File: src/design/xtrc_pkg.sv
// Package: shared types and constants of the xor trie range counter.
package xtrc_pkg;

    // Field widths of one transfer
    localparam int FIELD_W = 31;
    localparam int COUNT_W = 32;

    // Command codes
    localparam logic [1:0] CMD_INSERT = 2'd0;
    localparam logic [1:0] CMD_REMOVE = 2'd1;
    localparam logic [1:0] CMD_QUERY  = 2'd2;

    // Result status codes
    typedef enum logic [1:0] {
        ST_OK     = 2'd0,
        ST_FULL   = 2'd1,
        ST_ABSENT = 2'd2
    } t_status;

    // Controller states
    typedef enum logic [4:0] {
        S_IDLE,
        S_CMD,
        S_C_RD,
        S_C_EV,
        S_INS_DEC,
        S_I_RD,
        S_I_EV,
        S_I_INC,
        S_I_POP,
        S_I_LINK,
        S_R_BEGIN,
        S_R_RD,
        S_R_EV,
        S_R_DEC,
        S_Q_RD,
        S_Q_EV,
        S_Q_ADD,
        S_Q_STEP,
        S_DONE
    } t_state;

    // Datapath operations
    typedef enum logic [4:0] {
        OP_NONE,
        OP_START,
        OP_LINK_RD,
        OP_STEP,
        OP_MISS,
        OP_ROOT_INC,
        OP_ROOT_DEC,
        OP_CNT_RD,
        OP_INC,
        OP_POP_RD,
        OP_POP_WR,
        OP_LINK_WR,
        OP_DEC,
        OP_QCNT_RD,
        OP_ADD,
        OP_QSTEP,
        OP_RESULT
    } t_op;

    // Controller to datapath
    typedef struct packed {
        t_op     op;
        t_status code;
    } t_ctl;

    // Datapath to controller
    typedef struct packed {
        logic [1:0] cmd;
        logic       nx_zero;
        logic       last;
        logic       full;
        logic       lim_bit;
        logic       same_zero;
        logic       q_stop;
    } t_sts;

endpackage

File: src/design/xtrc_ctrl.sv
// Controller: sequences the trie walks of insert, remove and query.
module xtrc_ctrl import xtrc_pkg::*; (
    input  logic i_clk,
    input  logic i_rst_n,
    input  logic i_in_valid,
    output logic o_in_ready,
    output logic o_out_valid,
    input  logic i_out_ready,
    input  t_sts i_sts,
    output t_ctl o_ctl
);
    t_state  r_state, n_state;
    t_status r_code, n_code;
    logic    r_out_valid, n_out_valid;
    logic    slot_free;

    assign slot_free = !r_out_valid || i_out_ready;

    // Next state
    always_comb begin
        n_state = r_state;
        n_code  = r_code;
        case (r_state)
            S_IDLE: begin
                if (i_in_valid) n_state = S_CMD;
            end
            S_CMD: begin
                n_code = ST_OK;
                case (i_sts.cmd)
                    CMD_INSERT, CMD_REMOVE: n_state = S_C_RD;
                    CMD_QUERY:              n_state = S_Q_RD;
                    default:                n_state = S_DONE;
                endcase
            end
            S_C_RD: n_state = S_C_EV;
            S_C_EV: begin
                if (i_sts.nx_zero) begin
                    if (i_sts.cmd == CMD_INSERT) begin
                        n_state = S_INS_DEC;
                    end else begin
                        n_code  = ST_ABSENT;
                        n_state = S_DONE;
                    end
                end else if (i_sts.last) begin
                    n_state = (i_sts.cmd == CMD_INSERT) ? S_INS_DEC : S_R_BEGIN;
                end else begin
                    n_state = S_C_RD;
                end
            end
            S_INS_DEC: begin
                if (i_sts.full) begin
                    n_code  = ST_FULL;
                    n_state = S_DONE;
                end else begin
                    n_state = S_I_RD;
                end
            end
            S_I_RD: n_state = S_I_EV;
            S_I_EV: n_state = i_sts.nx_zero ? S_I_POP : S_I_INC;
            S_I_INC: n_state = i_sts.last ? S_DONE : S_I_RD;
            S_I_POP: n_state = S_I_LINK;
            S_I_LINK: n_state = i_sts.last ? S_DONE : S_I_RD;
            S_R_BEGIN: n_state = S_R_RD;
            S_R_RD: n_state = S_R_EV;
            S_R_EV: n_state = S_R_DEC;
            S_R_DEC: n_state = i_sts.last ? S_DONE : S_R_RD;
            S_Q_RD: n_state = S_Q_EV;
            S_Q_EV: begin
                if (i_sts.lim_bit && !i_sts.same_zero) n_state = S_Q_ADD;
                else if (i_sts.q_stop || i_sts.last)   n_state = S_DONE;
                else                                   n_state = S_Q_STEP;
            end
            S_Q_ADD: n_state = (i_sts.q_stop || i_sts.last) ? S_DONE : S_Q_STEP;
            S_Q_STEP: n_state = S_Q_RD;
            S_DONE: begin
                if (slot_free) n_state = S_IDLE;
            end
            default: n_state = S_IDLE;
        endcase
    end

    // Outputs and datapath commands
    always_comb begin
        o_in_ready = 1'b0;
        o_ctl.op   = OP_NONE;
        o_ctl.code = r_code;
        case (r_state)
            S_IDLE: begin
                o_in_ready = 1'b1;
                if (i_in_valid) o_ctl.op = OP_START;
            end
            S_C_RD, S_I_RD, S_R_RD, S_Q_RD: o_ctl.op = OP_LINK_RD;
            S_C_EV: begin
                if (!i_sts.nx_zero)                 o_ctl.op = OP_STEP;
                else if (i_sts.cmd == CMD_INSERT)   o_ctl.op = OP_MISS;
            end
            S_INS_DEC: begin
                if (!i_sts.full) o_ctl.op = OP_ROOT_INC;
            end
            S_I_EV:    o_ctl.op = i_sts.nx_zero ? OP_POP_RD : OP_CNT_RD;
            S_I_INC:   o_ctl.op = OP_INC;
            S_I_POP:   o_ctl.op = OP_POP_WR;
            S_I_LINK:  o_ctl.op = OP_LINK_WR;
            S_R_BEGIN: o_ctl.op = OP_ROOT_DEC;
            S_R_EV:    o_ctl.op = OP_CNT_RD;
            S_R_DEC:   o_ctl.op = OP_DEC;
            S_Q_EV: begin
                if (i_sts.lim_bit && !i_sts.same_zero) o_ctl.op = OP_QCNT_RD;
            end
            S_Q_ADD:  o_ctl.op = OP_ADD;
            S_Q_STEP: o_ctl.op = OP_QSTEP;
            S_DONE: begin
                if (slot_free) o_ctl.op = OP_RESULT;
            end
            default: o_ctl.op = OP_NONE;
        endcase
    end

    // Result slot
    always_comb begin
        n_out_valid = (r_out_valid && !i_out_ready) || (o_ctl.op == OP_RESULT);
    end

    always_ff @(posedge i_clk) begin
        if (!i_rst_n) begin
            r_state     <= S_IDLE;
            r_code      <= ST_OK;
            r_out_valid <= 1'b0;
        end else begin
            r_state     <= n_state;
            r_code      <= n_code;
            r_out_valid <= n_out_valid;
        end
    end

    assign o_out_valid = r_out_valid;
endmodule

File: config.mk
export PLATFORM = sky130hd
export DESIGN_NAME = xtrc_ctrl
export DESIGN_NICKNAME = d
export VERILOG_FILES = /design/src/design/xtrc_pkg.sv /design/src/design/xtrc_ctrl.sv
export SDC_FILE = /design/constraint.sdc
export NUM_CORES = 1
export LEC_CHECK = 0
export BUFFER_PORTS_ARGS = -buffer_cell sky130_fd_sc_hd__buf_4
export CAP_MARGIN = 20
export CORE_ASPECT_RATIO = 1.75
export CORE_MARGIN = 2
export CORE_UTILIZATION = 35
export CTS_CLUSTER_DIAMETER = 80
export DETAILED_ROUTE_END_ITERATION = 16
export HOLD_SLACK_MARGIN = 0.06
export PLACE_DENSITY = 0.62
export RECOVER_POWER = 50
export SYNTH_ARGS = -nofsm -noshare
export SYNTH_HDL_FRONTEND = slang
export SYNTH_SLANG_ARGS = --single-unit
File: constraint.sdc
create_clock -name i_clk -period 1.8 [get_ports i_clk]
set_clock_uncertainty 0.15 [all_clocks]
set_input_delay 0.09 -clock i_clk [delete_from_list [all_inputs] [get_ports i_clk]]
set_output_delay 0.09 -clock i_clk [all_outputs]
set_load 0.02 [all_outputs]
Word-level counts from Yosys, hierarchy flattened
Cells that the tools add are included.

operators by class
  reduce and logical (&&, ||, !) cells = 16
  eq/ne operators = 26
  mux-type cells = 27

operators with widths
  operator                                                               count
  5-bit one-hot mux with 18 select lines                                 1
  5-bit one-hot mux with 15 select lines                                 1
  5-bit by 4-bit equality test with 1-bit output, second input constant  8
  5-bit 2-to-1 mux                                                       8
  5-bit by 3-bit equality test with 1-bit output, second input constant  4
  5-bit equality test, second input constant                             4
  4-bit 2-to-1 mux                                                       5
  5-bit by 2-bit equality test with 1-bit output, second input constant  2
  2-bit 2-to-1 mux                                                       5
  2-bit != test, second input constant                                   5
  5-bit one-hot mux with 2 select lines                                  1
  3-bit 2-to-1 mux                                                       3
  2-bit one-hot mux with 3 select lines                                  1
  5-bit by 1-bit equality test with 1-bit output, second input constant  1
  5-bit zero test                                                        1
  4-bit AND reduction                                                    1
  2-bit OR reduction                                                     2
  4-bit OR reduction                                                     1
  1-bit zero test                                                        3
  1-bit logical OR                                                       3
  3-bit nonzero test                                                     1
  2-bit by 1-bit equality test with 1-bit output, second input constant  1
  2-bit equality test, second input constant                             1
  1-bit logical AND                                                      2
  other kinds (3)                                                        4

word-level totals
  output and inout bits = 9
  flip-flop bits (word level) = 8
  word-level logic and storage cells = 72
  input port bits = 12

Depth between registers and ports, before layout
Gate-level depths: netlist of run 1.

  depth after elaboration = 6
  depth in mapped cells = 6
  mapped depth without buffers = 4

Least setup slack after synthesis of run 1
No wires, ideal clock.

  kind = reg-to-output
  from = reg r_state[1]
  to = out o_ctl[2] in the netlist's numbering
  data required time = 1.560 ns
  cell stages (with the launch flop) = 6
  buffers on the path = 2
  data arrival time = 1.345 ns
  slack = 0.215 ns
  cell sequence = dfxtp_1 > buf_2 > buf_1 > nand3b_1 > a21oi_1 > or3_1

RTL lines
  element                 line              RTL
  start, declared         xtrc_ctrl.sv:12   t_state r_state, n_state;
  start signal, assigned  xtrc_ctrl.sv:130  r_state <= n_state;
  end, declared           xtrc_ctrl.sv:10   output t_ctl o_ctl

==> impl_results.md, run 1 <==
* Status: finished with violations
* Failing checks: negative setup slack
* CP required at 1560 ps
* Post-synth EDFFs at 0
* Count of state elements after synthesis at 8
* Seq. cell area at 178.9 um2
* Post-route DRC at 0
* Hold/Removal Path Class: in2reg
* Design area at 0.001436 mm2
* Die X at about 43 um
* CP max FO at 7
* Final Cycle Share at 100.3%
* Core Footprint at 0.002522 mm2
* Layout net count at roughly 190
* Die area at 0.003139 mm2
* Sequential area share after synthesis at 17.00%
* GRT overflow at 0
* Post-Synthesis Cells at 134
* Initial DRC Count at 35
* I/O pin count at 21
* Maxcap violations at 0
* Most frequent CP cell: buf_6
* Worst Tran Pin Value at between 200 and 300 ps
* Input/output buffers at 20
* Worst Setup End Kind: output port
* WP buf/inv at 2
* Root Driver: clkbuf_8
* Worst vdd ir at ~0.72 mV
* # diodes at 0
* First-pass GRT wire length at approximately 5300 um
* CP Class: reg2out
* Pleak at 0.5996 nW
* DR vias at approximately 1300
* Final hold vios at 0
* WHS at 90.30 ps
* PwrDens at 1326 mW/mm2
* Die height at 72.64 um
* Final core area utilization at between 50 and 60%
* Power, Total at 1.905 mW
* Synthesized Nets at about 150
* CP Data Arrival Time at 1570 ps
* HPWL Detailed at 2459 um
* Fin crit period at around 1800 ps
* Main flop type after synthesis: dfxtp_1
* Netlist cell types at 49
* Async S/R FF share, synth at 0%
* H-tree levels at 1
* Iteration count of the initial detailed-routing pass at 4
* Multi-input logic area at 735.7 um2
* Commonest cells after routing, fill and taps aside: buf_4 (45), nor2_1 (9), o21ai_1 (7), o21ai_0 (7)
* Pin count of the biggest net entering global routing at 14
* P&R area growth vs syn at 52.46%
* CTS max path bufs at 2
* Synth Cell Area at 942.2 um2
* Routed WL at 3403 um
* Max Clock Freq at 553.7 MHz
* CTS Buf Count at 3
* Commonest non-fill, non-tap cell in the layout: buf_4
* RSZ-0062 raised after global routing: true
* Clock transition at path regs at about 40 ps
* Initial core utilization at 37.35%
* Pre-CTS setup slack at 30.21 ps
* CTS tree: yes
* CTS Sinks at 8
* GP Congestion at 1.004
* Total negative setup slack at -6.062 ps
* Row cnt at 24
* Setup ws final at -6.062 ps
* ANT nets after route at 0
* Top delay family on crit path: simple AND/OR/NAND/NOR gates
* DP Area at 0.001212 mm2
* Clk_lat worst skew at 220 ps
* Gr usage total at between 20% and 30%
* CP Launch Type: flop
* Max Slew Vio Count at 0
* Via-per-instance ratio at 6.236
* Initial antenna violation count at 0
* Layout cell share with drive strength beyond 1 at about two fifths
* Placed cells at 186
* Non-Filler Instances at 203
* Worst path slowest cell: or3_1
* Relative slew margins at 80.53%
* Routed wire per std cell at 16.76 um
* Post-Syn Area per Cell at approximately 7.0 um2
* CP Cell Sequence: buf_6 -> and2_4 -> o21ai_2 -> a21oi_1 -> or3_1 -> buf_6
* Yosys Warn Count at 0
* Vias in the first global route at ~1200
* Max stage delay on crit path at around 380 ps
* Fill count at 237
* Setup-failing EPs final at 1
==> final cells by class <==
type	instances	area share, %
multi-input combinational	106	51.22
tap	26	2.265
clock buffer	3	2.875
inverter	5	1.307
sequential	8	12.46
timing repair buffer	55	29.88
==> synthesized netlist by cell type (all sizes together) (3+ instances only) <==
master	count	area (um2)
nand4	3	18.77
clkbuf	6	22.52
buf	9	47.54
a21o	3	22.52
nand3	7	35.03
o21ai	15	75.07
a21oi	6	30.03
inv	5	18.76
nand2b	4	25.02
nor2	9	33.78
nor2b	6	37.54
nor3b	6	50.05
dfxtp	8	160.2
nand2	6	22.52
nor3	4	25.02
==> per-layer routing <==
metal	GRT usage [%]	vias up	wire length (um)
li1	-	594	-
met1	22.84	582	1208
met2	40.96	69	1861
met3	2.475	21	202
met4	10.77	0	130
met5	0	-	0
==> worst register-to-register path, stage by stage (launching register included) <==
cell	delay, ps
dfxtp_4	360
buf_4	140
or4b_4	540
o32a_1	200
o221ai_1	150
o21a_1	120
==> flip-flops by register name, indices dropped and copies added (netlist names) <==
signal       count
o_out_valid      1
r_code           2
r_state          5
==> what timing repair did <==
item,CTS,global route
setup buffers,6,6
hold buffers,2,0
pin swaps,5,7
resized for setup,18,10
cloned,0,0
endpoints found under the setup margin,4,5
endpoints found under the hold margin,8,0
==> path summary, 6_finish.rpt <==
kind	start	end	slack [ps]	cells past startpoint
min reg2reg	r_code[1]	r_code[1]	310	2
max reg2reg	r_state[1]	r_state[1]	80	5
min	i_sts[3]	r_code[0]	90	3
max	r_state[2]	o_ctl[2]	-6	6
==> cell families after synthesis <==
family                 share of synthesized area (%)
muxes                                          2.125
and+or+nand+nor                                37.45
buffers and inverters                          9.427
AOI/OAI and AO/OA                              34.00
DFF                                            17.00
==> where the power goes <==
| group | switching (mW) | leakage, nW | internal (mW) |
|---|---|---|---|
| clock | 0.0662 | 0.0216 | 0.145 |
| sequential | 0.0695 | 0.0687 | 0.236 |
| combinational | 0.699 | 0.509 | 0.690 |
| total | 0.835 | 0.600 | 1.07 |
No activity file was read; power rests on OpenSTA's default activity.
==> run 2, diff against run 1 <==
--- a/config.mk
+++ b/config.mk
@@ -8,11 +8,10 @@
 export BUFFER_PORTS_ARGS = -buffer_cell sky130_fd_sc_hd__buf_4
 export CAP_MARGIN = 20
 export CORE_ASPECT_RATIO = 1.75
-export CORE_MARGIN = 2
+export CORE_MARGIN = 4
 export CORE_UTILIZATION = 35
 export CTS_CLUSTER_DIAMETER = 80
 export DETAILED_ROUTE_END_ITERATION = 16
-export HOLD_SLACK_MARGIN = 0.06
 export PLACE_DENSITY = 0.62
 export RECOVER_POWER = 50
 export SYNTH_ARGS = -nofsm -noshare
==> run 2 against run 1 <==
The flow still finishes with violations (negative setup slack). Worst hold slack got worse by 67 ps. First-iteration DRC count is 77% higher. Sequential share of layout area fell by 0.66 points. Combinational power grew 6%. Clock power increased by 4%. Flip-flop and latch count did not move. Clock-buffer cell count did not move. Non-clock buffer count grew 2. Via count increased by 0.79%. Critical path depth unchanged. Sequential power increased by 6%. Global-route usage decreased by 0.16 points. Highest routed layer unchanged.
==> impl_results.md, run 2 (same netlist as run 1, synthesis figures left out) <==
* Iteration count of the initial detailed-routing pass at 4 (unchanged)
* Max reg flops at 5 (unchanged)
* Worst path slowest cell: dfxtp_4 (was or3_1)
* Fill count at 233 (was 237)
* WP buf/inv at 2 (unchanged)
* Biggest register: r_state (unchanged)
* CP max FO at 7 (unchanged)
* CTS tree: yes (unchanged)
* Failing checks: negative setup slack (unchanged)
* Pleak at 0.6252 nW (was 0.5996 nW)
* CTS Buf Count at 3 (unchanged)
* Gr usage total at 21.63% (was 21.78%)
* Die X at 47.22 um (was 43.22 um)
* Worst Setup End Kind: output port (unchanged)
* CTS max path bufs at 2 (unchanged)
* Max Clock Freq at 549.3 MHz (was 553.7 MHz)
* Max Slew Vio Count at 0 (unchanged)
* CP Launch Type: flop (unchanged)
* DP Area at 0.001247 mm2 (was 0.001212 mm2)
* Non-Filler Instances at 205 (was 203)
* Layout cell share with drive strength beyond 1 at 43.58% (was 39.55%)
* GRT overflow at 0 (unchanged)
* CP Cell Sequence: buf_4 -> and2_1 -> o21ai_1 -> a21oi_1 -> or3_1 -> buf_6 (was buf_6 -> and2_4 -> o21ai_2 -> a21oi_1 -> or3_1 -> buf_6)
* Placed cells at 189 (was 186)
* Setup ws final at -20.46 ps (was -6.062 ps)
* Final core area utilization at 59.28% (was 56.94%)
* Row cnt at 24 (unchanged)
* Clock transition at path regs at 40 ps (about the same)
* First-pass GRT wire length at 5802 um (was 5313 um)
* CTS Sinks at 8 (unchanged)
* RSZ-0062 raised after global routing: true (unchanged)
* DR vias at 1276 (was 1266)
* Die height at 76.64 um (was 72.64 um)
* Final hold vios at 0 (unchanged)
* Power, Total at 2.011 mW (was 1.905 mW)
* GP Congestion at 0.8942 (was 1.004)
* Initial core utilization at 37.35% (unchanged)
* Maxcap violations at 0 (unchanged)
* Clk_lat worst skew at 240 ps (was 220 ps)
* Pin count of the biggest net entering global routing at 22 (was 14)
* Relative slew margins at 76.94% (was 80.53%)
* Fin crit period at 1820 ps (was 1806 ps)
* Initial DRC Count at 62 (was 35)
* CP Data Arrival Time at 1580 ps (was 1570 ps)
* Routed WL at 3719 um (was 3403 um)
* Max stage delay on crit path at 370 ps (was 380 ps)
* Post-route DRC at 0 (unchanged)
* Hold/Removal Path Class: in2reg (unchanged)
* ANT nets after route at 0 (unchanged)
* CP Class: reg2out (unchanged)
* PwrDens at 1345 mW/mm2 (was 1326 mW/mm2)
* Commonest cells after routing, fill and taps aside: buf_4 (47), nor2_1 (8), o21ai_0 (7) (was buf_4 (45), nor2_1 (9), o21ai_1 (7), o21ai_0 (7))
* HPWL Detailed at 2534 um (was 2459 um)
* Final Cycle Share at 101.1% (was 100.3%)
* Root Driver: clkbuf_8 (unchanged)
* Input/output buffers at 20 (unchanged)
* I/O pin count at 21 (unchanged)
* Commonest non-fill, non-tap cell in the layout: buf_4 (unchanged)
* P&R area growth vs syn at 58.70% (was 52.46%)
* Vias in the first global route at 1294 (was 1196)
* CP required at 1560 ps (about the same)
* # diodes at 0 (unchanged)
* Routed wire per std cell at 18.14 um (was 16.76 um)
* Core Footprint at 0.002522 mm2 (unchanged)
* Worst Tran Pin Value at 345.2 ps (was 288.3 ps)
* H-tree levels at 1 (unchanged)
* Status: finished with violations (unchanged)
* Die area at 0.003619 mm2 (was 0.003139 mm2)
* Top delay family on crit path: simple AND/OR/NAND/NOR gates (unchanged)
* Setup-failing EPs final at 2 (was 1)
* Layout net count at 193 (was 191)
* Design area at 0.001495 mm2 (was 0.001436 mm2)
* Worst vdd ir at 0.6319 mV (was 0.7223 mV)
* WHS at 22.96 ps (was 90.30 ps)
* Via-per-instance ratio at 6.224 (was 6.236)
* Initial antenna violation count at 0 (unchanged)
-- run 2: worst paths after layout --
check	start	slack [ps]	to	cells past startpoint
setup / recovery	r_state[2]	-20	o_ctl[2]	6
hold / removal	i_out_ready	20	o_out_valid	3
setup reg to reg	r_state[2]	60	r_state[0]	5
hold reg to reg	r_code[1]	310	r_code[1]	2
-- run 2: timing repair --
item | in CTS | in global routing
gates cloned | 0 | 1
pin swaps | 0 | 7
resized for setup | 19 | 14
hold buffers | 1 | 0
setup buffers | 7 | 4
endpoints found under the hold margin | 5 | 0
endpoints found under the setup margin | 5 | 8
-- run 2: per-stage QoR --
step / worst slack, ps / setup TNS [ps]
global route: -74.98 / -191.2
global placement: 34.03 / 0
CTS: -11.08 / -16.61
finish: -20.46 / -39.09
detailed placement: 26.22 / 0
floorplan: 214.6 / 0
-- run 2: tightest hold or removal path: cells and delay by family --
kind | cells | cell delay, ps
buffers and inverters | 1 | 70
AOI/OAI and AO/OA | 1 | 70
and+or+nand+nor | 1 | 120
-- run 2: report_power, final --
| part | internal [mW] | total (mW) | switching, mW | leakage [nW] |
|---|---|---|---|---|
| clock | 0.145 | 0.220 | 0.0744 | 0.0216 |
| combinational | 0.754 | 1.47 | 0.715 | 0.535 |
| sequential | 0.233 | 0.322 | 0.0892 | 0.0684 |
-- run 2: area by class of cell --
class                   count  area, um2  area share, %
well taps                  26      32.53          2.176
clock buffers               3      41.29          2.762
flip-flops and latches      8      176.4          11.80
multi-input cells         106      762.0          50.96
repair buffers             57      464.2          31.05
inverters                   5      18.77          1.255
-- run 2: routing by layer --
layer,GRT usage (%),up-vias,routed length (um)
met4,18.28,0,274
met1,22.80,600,1313
met2,34.68,55,1969
li1,-,598,-
met3,2.364,23,161
met5,0,-,0
